### config.mk
export PLATFORM = sky130hd
export DESIGN_NAME = ksc_ram
export DESIGN_NICKNAME = d
export VERILOG_FILES = /design/src/rtl/ksc_ram.sv
export SDC_FILE = /design/constraint.sdc
export NUM_CORES = 1
export LEC_CHECK = 0
export BUFFER_PORTS_ARGS = -buffer_cell sky130_fd_sc_hd__buf_2
export CELL_PAD_IN_SITES_DETAIL_PLACEMENT = 1
export CELL_PAD_IN_SITES_GLOBAL_PLACEMENT = 2
export CORE_MARGIN = 2
export CORE_UTILIZATION = 40
export CTS_BUF_LIST = sky130_fd_sc_hd__clkbuf_8
export DETAILED_ROUTE_END_ITERATION = 10
export MAX_ROUTING_LAYER = met4
export PLACE_DENSITY_LB_ADDON = 0.15
export SYNTH_ARGS = -nofsm -noshare
export SYNTH_HDL_FRONTEND = slang
export SYNTH_SLANG_ARGS = --single-unit
### constraint.sdc
create_clock -name clk -period 4.1 [get_ports clk]
set_input_delay 0.41 -clock clk [delete_from_list [all_inputs] [get_ports clk]]
set_output_delay 0.41 -clock clk [all_outputs]
set_load 0.02 [all_outputs]
### src/rtl/ksc_ram.sv
// Generic single-write, single-read RAM with registered read data.
module ksc_ram #(
	parameter int WIDTH = 8,
	parameter int DEPTH = 16
) (
	input  logic                     clk,
	input  logic                     we,
	input  logic [$clog2(DEPTH)-1:0] waddr,
	input  logic [WIDTH-1:0]         wdata,
	input  logic                     re,
	input  logic [$clog2(DEPTH)-1:0] raddr,
	output logic [WIDTH-1:0]         rdata
);

	logic [WIDTH-1:0] mem_q [DEPTH];

	always_ff @(posedge clk) begin
		if (we) begin
			mem_q[waddr] <= wdata;
		end
		if (re) begin
			rdata <= mem_q[raddr];
		end
	end

endmodule

==> metrics, run 1 <==
status finished, final reports clean; PwrDens 475 nW/µm²; maximum clock rate 495 MHz; critical path class primary input to flop; WP buf/inv 2; PortBufs 26; CTS tree done; Root Driver clkbuf_8; met2 usage 0.263; CP Cell Sequence buf_2 -> buf_4 -> mux4_1 -> a22oi_1 -> nand2_1; syn_nets 248; Crit path max-delay family buffers and inverters; Reg power frac 0.560; # rows 41; area growth from synthesis to layout 13.2%; CP max-delay cell mux4_1; ANT nets after route 0; antenna violations before repair 0; dpl cells 421; share of the synthesized area in the top cell type 0.781; sequential area share after synthesis 0.781; vias 2,380; Core Util, Final 0.467; gpl congestion 0.708; Initial DRC Count 159; crit-path max FO 18; R2R depth 3; Logic pwr share 0.052; YS warnings 0; # fillers 1,180; Rel. slew slack 0.336; period utilization 0.493; ANT cells 0; DP Wirelength 6710 µm; Critical R2R Capture rdata[5]$_DFFE_PP_; Cell Area, Synth 5230 µm²; post-DR vias/cell 5.27; Crit path largest cell delay 0.58 ns; post-synthesis cell type count 18; Required @ worst endpoint 4.27 ns; LEAKAGE 1.92 nW; die extent in y 118 µm; Slew Limit Fails 0; CTS Sinks 136; largest net degree at the start of global routing 33; IO Count 27; switching part of the total 0.214; # resized after CTS 0; Yosys top cell by area edfxtp_1; share of layout cells above drive strength 1 0.279; Hold/Removal Path Class primary input to flop; CTS clock-pin slew for the worst setup and hold paths 0.08 ns; Post-layout nets 287; Initial Util 0.413; unrepaired setup endpoints after global routing no; global route hottest layer met2; post-synthesis register bit count 136; P_sw 601 µW; hold path start re; worst hold margin 0.365 ns; post-synthesis cell count 229; met1 usage in global routing 0.240; Worst setup SP type primary input; first-pass GRT wire length 16,700 µm; routed wire length 11,000 µm; total global routing overflow 0; hold-fix buffer count after cts 0; Total GRT Usage 0.175; final-report setup violation count 0; Worst-Margin Slew 0.992 ns; Post-DP Area 5530 µm²; Setup Buffers After CTS 0; DRC 0; Reg-to-Reg Start mem_q[1][5]$_DFFE_PP_; Cell Int Power 2.21 mW; CP endpoint kind flop; Area contributors post-synth edfxtp_1 78%, mux4_2 7.8%, mux4_1 7.0%, a22oi_1 2.3%, nor2_1 0.93%; crit path time final 2.02 ns; post-route cell area 5920 µm²; R2R Setup Slk 2.56 ns; Final Hold Viols 0; MaxCap Viol Count 0; destination of the worst hold path rdata[1]$_DFFE_PP_; clock latency on the worst-skew pair 0.43 ns; die width 118 µm; Clock Power Share 0.389; hold depth 1; Setup Skew 0.0108 ns; Max IR drop VDD 0.000184 V; setup TNS 0 ns; core area 12,700 µm²; syn avg cell area 22.8 µm²; number of global-route vias before repair 2,616; GRT met3 Usage 0.0425; DR pass1 iterations 4; CTS Buffer Depth 2; H-tree levels 4; number of CTS-inserted buffers 17; WL per Instance 24.3 µm; Critical Path AT 2.19 ns; die area 14,000 µm²; final non-filler cell total 452
placed cells by master (no fill, tap or decap):
master	n
edfxtp_1	136
buf_2	26
mux4_2	18
clkbuf_8	17
a22oi_1	16
mux4_1	14
nor2_1	13
nand2_1	9
clkinvlp_4	4
buf_4	4
clkinv_1	3
bufinv_16	3
nand3b_1	2
nor3_1	2
nand2b_1	2
nor3_2	2
inv_6	2
nor2b_1	1
and2_1	1
and2b_1	1
nand3_1	1
or3b_2	1
clkinv_2	1
inv_1	1
flip-flops by register name, summed over array words and instances (netlist names):
signal  count
rdata       8
mem_q     128
logic make-up (layout without fill, tap and decap cells):
family | count (synthesis) | after routing | share of synthesized area
flip-flops | 136 | 136 | 0.781
AND/OR/NAND/NOR | 35 | 35 | 0.0314
multiplexers | 32 | 32 | 0.148
AO/OA/AOI/OAI | 16 | 16 | 0.0230
buffers and inverters | 10 | 61 | 0.0165
layout make-up:
| class | count | area [µm²] | area share |
|---|---|---|---|
| well taps | 172 | 215 | 0.0364 |
| multi-input cells | 83 | 1070 | 0.180 |
| clock inverters | 14 | 158 | 0.0266 |
| clock buffers | 17 | 234 | 0.0395 |
| flip-flops and latches | 136 | 4080 | 0.690 |
| repair buffers | 30 | 160 | 0.0271 |
synthesized netlist by cell type:
| master | instances |
|---|---|
| or3b_2 | 1 |
| and2_1 | 1 |
| buf_6 | 3 |
| nand2_1 | 9 |
| nand3b_1 | 2 |
| nor3_1 | 4 |
| edfxtp_1 | 136 |
| a22oi_1 | 16 |
| nor2b_1 | 1 |
| nand2b_1 | 2 |
| mux4_2 | 18 |
| buf_2 | 3 |
| nor2_1 | 13 |
| buf_4 | 1 |
| mux4_1 | 14 |
| and2b_1 | 1 |
| nand3_1 | 1 |
| clkdlybuf4s25_2 | 3 |
metrics by stage:
stage / total power [mW] / setup slack [ns]
2_1_floorplan: 1.69 / 2.20
3_3_place_gp: 1.75 / 1.55
3_5_place_dp: 1.75 / 1.56
4_1_cts: 2.84 / 2.04
5_1_grt: 2.91 / 1.97
6_report: 2.81 / 2.08
how the worst max path moves through the flow:
stage	startpoint	endpoint	depth (start not counted)
3_3_place_gp	raddr[0]	rdata[2]$_DFFE_PP_	5
5_1_grt	raddr[0]	rdata[5]$_DFFE_PP_	5
2_1_floorplan	waddr[2]	mem_q[0][0]$_DFFE_PP_	2
4_1_cts	raddr[0]	rdata[2]$_DFFE_PP_	5
3_5_place_dp	raddr[0]	rdata[2]$_DFFE_PP_	5
6_report	raddr[0]	rdata[2]$_DFFE_PP_	5
power by group through the flow:
stage / sequential (mW) / clock (mW) / combinational [mW]
floorplan: 1.61 / 0 / 0.0791
global placement: 1.60 / 0 / 0.146
detailed placement: 1.60 / 0 / 0.149
CTS: 1.57 / 1.11 / 0.149
global route: 1.58 / 1.18 / 0.160
finish: 1.57 / 1.09 / 0.145
layer usage:
metal / share of wire / routed length, µm
met3: 0.038 / 420
met1: 0.46 / 5080
met4: 0.0042 / 46
met2: 0.50 / 5450
met5: 0 / 0
Note: power is estimated with default switching activity, not from simulation.
==> run 2: changes to the inputs <==
==> constraint.sdc (replaced) <==
create_clock -name clk -period 1.8 [get_ports clk]
set_input_delay 0.18 -clock clk [delete_from_list [all_inputs] [get_ports clk]]
set_output_delay 0.18 -clock clk [all_outputs]
set_load 0.02 [all_outputs]
==> run 2 against run 1 <==
Compared with the run above:
- non-clock buffer count increased by 20
- utilization increased by 1.7 points
- sequential share of layout area decreased by 2.4 points
- sequential power increased by 130%
- cell count increased by 4.6%
- total power increased by 130%
- die area unchanged
- first-iteration DRC count decreased by 18%
- global-route usage decreased by 0.21 points
- clock skew decreased by 0.0033 ns
- hold slack got worse by 0.24 ns
- largest cell class unchanged
- largest power group unchanged
==> metrics, run 2 (synthesis gave the netlist of run 1 again) <==
area of the multi-input gates 1060 µm²; DR pass1 iterations 4; clock latency on the worst-skew pair 0.43 ns; CTS Buffer Depth 2; number of global-route vias before repair 2,702; Setup Buffers After CTS 0; Initial Util 0.413; post-DR vias/cell 5.25; worst setup margin 0.252 ns; H-tree levels 4; maximum clock rate 646 MHz; IO Count 27; crit-path max FO 1; Worst setup SP type flop; setup TNS 0 ns; CP endpoint kind flop; die extent in y 118 µm; CTS tree done; final-report setup violation count 0; DRC 0; Worst-Margin Slew 0.468 ns; PortBufs 26; first-pass GRT wire length 16,700 µm; CP max-delay cell mux4_1; ANT nets after route 0; total global routing overflow 0; share of layout cells above drive strength 1 0.322; Crit path largest cell delay 0.53 ns; LEAKAGE 2.05 nW; Biggest register mem_q; CTS Sinks 136; area growth from synthesis to layout 17.4%; largest net degree at the start of global routing 19; Root Driver clkbuf_8; hold-fix buffer count after cts 0; vias 2,481; WL per Instance 22.6 µm; most common cell after layout, fill and taps aside edfxtp_1; core area 12,700 µm²; status finished, final reports clean; Final Hold Viols 0; Setup Skew 0.00744 ns; CP Cell Sequence mux4_1 -> a22oi_1 -> nand2_1; Reg area 4080 µm²; # rows 41; die area 14,000 µm²; crit path time final 1.55 ns; period utilization 0.860; max reg flops 128; antenna violations before repair 0; CTS clock-pin slew for the worst setup and hold paths 0.08 ns; Required @ worst endpoint 1.98 ns; DP Wirelength 7030 µm; Post-DP Area 5720 µm²; number of CTS-inserted buffers 17; Post-layout nets 307; Initial DRC Count 130; ANT cells 0; Max IR drop VDD 0.000343 V; critical path class flop to flop; Hold/Removal Path Class primary input to flop; routed wire length 10,700 µm; Rel. slew slack 0.688; # resized after CTS 0; most frequent cells in the layout 136 x edfxtp_1, 26 x buf_2, 20 x buf_4; die width 118 µm; gpl congestion 0.709; # fillers 1,173; dpl cells 441; final non-filler cell total 473; Slew Limit Fails 0; Total GRT Usage 0.173; post-route cell area 6130 µm²; top flop regs mem_q: 128 flops, rdata: 8 flops; unrepaired setup endpoints after global routing no; Critical Path AT 1.72 ns; MaxCap Viol Count 0; PwrDens 1070 nW/µm²; dpl ws -0.0681 ns
## run 2: cell count changes in the layout (fill, tap and decap cells not counted), sizes merged
cell	previous run	this run
inv	3	2
clkinv	4	5
bufinv	3	4
buf	30	50
## run 2: routing by layer
layer	global-route usage	up-vias	share of wire	routed length [µm]
li1	-	1094	-	-
met1	0.220	1325	0.44	4670
met2	0.273	50	0.51	5480
met3	0.0434	12	0.037	399
met4	0.0610	0	0.015	156
met5	-	-	0	0
## run 2: stage by stage
step / utilization / hold WS [ns] / power, mW
5_1_grt: 0.484 / 0.105 / 6.80
2_1_floorplan: - / 0.279 / 3.85
3_3_place_gp: 0.451 / 0.569 / 4.01
3_5_place_dp: 0.451 / 0.570 / 4.02
4_1_cts: 0.484 / 0.102 / 6.64
6_report: 0.484 / 0.127 / 6.56
## run 2: final cells by class
class                   count  share of cell area
repair buffers             50              0.0587
clock buffers              17              0.0381
flip-flops and latches    136               0.666
well taps                 172              0.0351
clock inverters            15              0.0300
multi-input cells          83               0.172
## run 2: power breakdown
group	switching (mW)	leakage, nW	internal, mW
Clock	1.13	0.202	1.49
Sequential	0.0191	1.24	3.56
Combinational	0.206	0.617	0.153
Total	1.36	2.05	5.20
## run 2: critical path, delay by kind of cell (launching register included)
family,cells,cell delay (ns)
AO/OA/AOI/OAI,1,0.27
AND/OR/NAND/NOR,1,0.09
flip-flops,1,0.41
multiplexers,1,0.53
## run 2: final timing paths
| check | startpoint | cells after the start | slack, ns | end |
|---|---|---|---|---|
| worst min register to register | mem_q[12][2]$_DFFE_PP_ | 3 | 0.77 | rdata[2]$_DFFE_PP_ |
| worst max-delay path | mem_q[1][1]$_DFFE_PP_ | 3 | 0.25 | rdata[1]$_DFFE_PP_ |
| worst max register to register | mem_q[1][1]$_DFFE_PP_ | 3 | 0.25 | rdata[1]$_DFFE_PP_ |
| worst min-delay path | re | 1 | 0.13 | rdata[6]$_DFFE_PP_ |
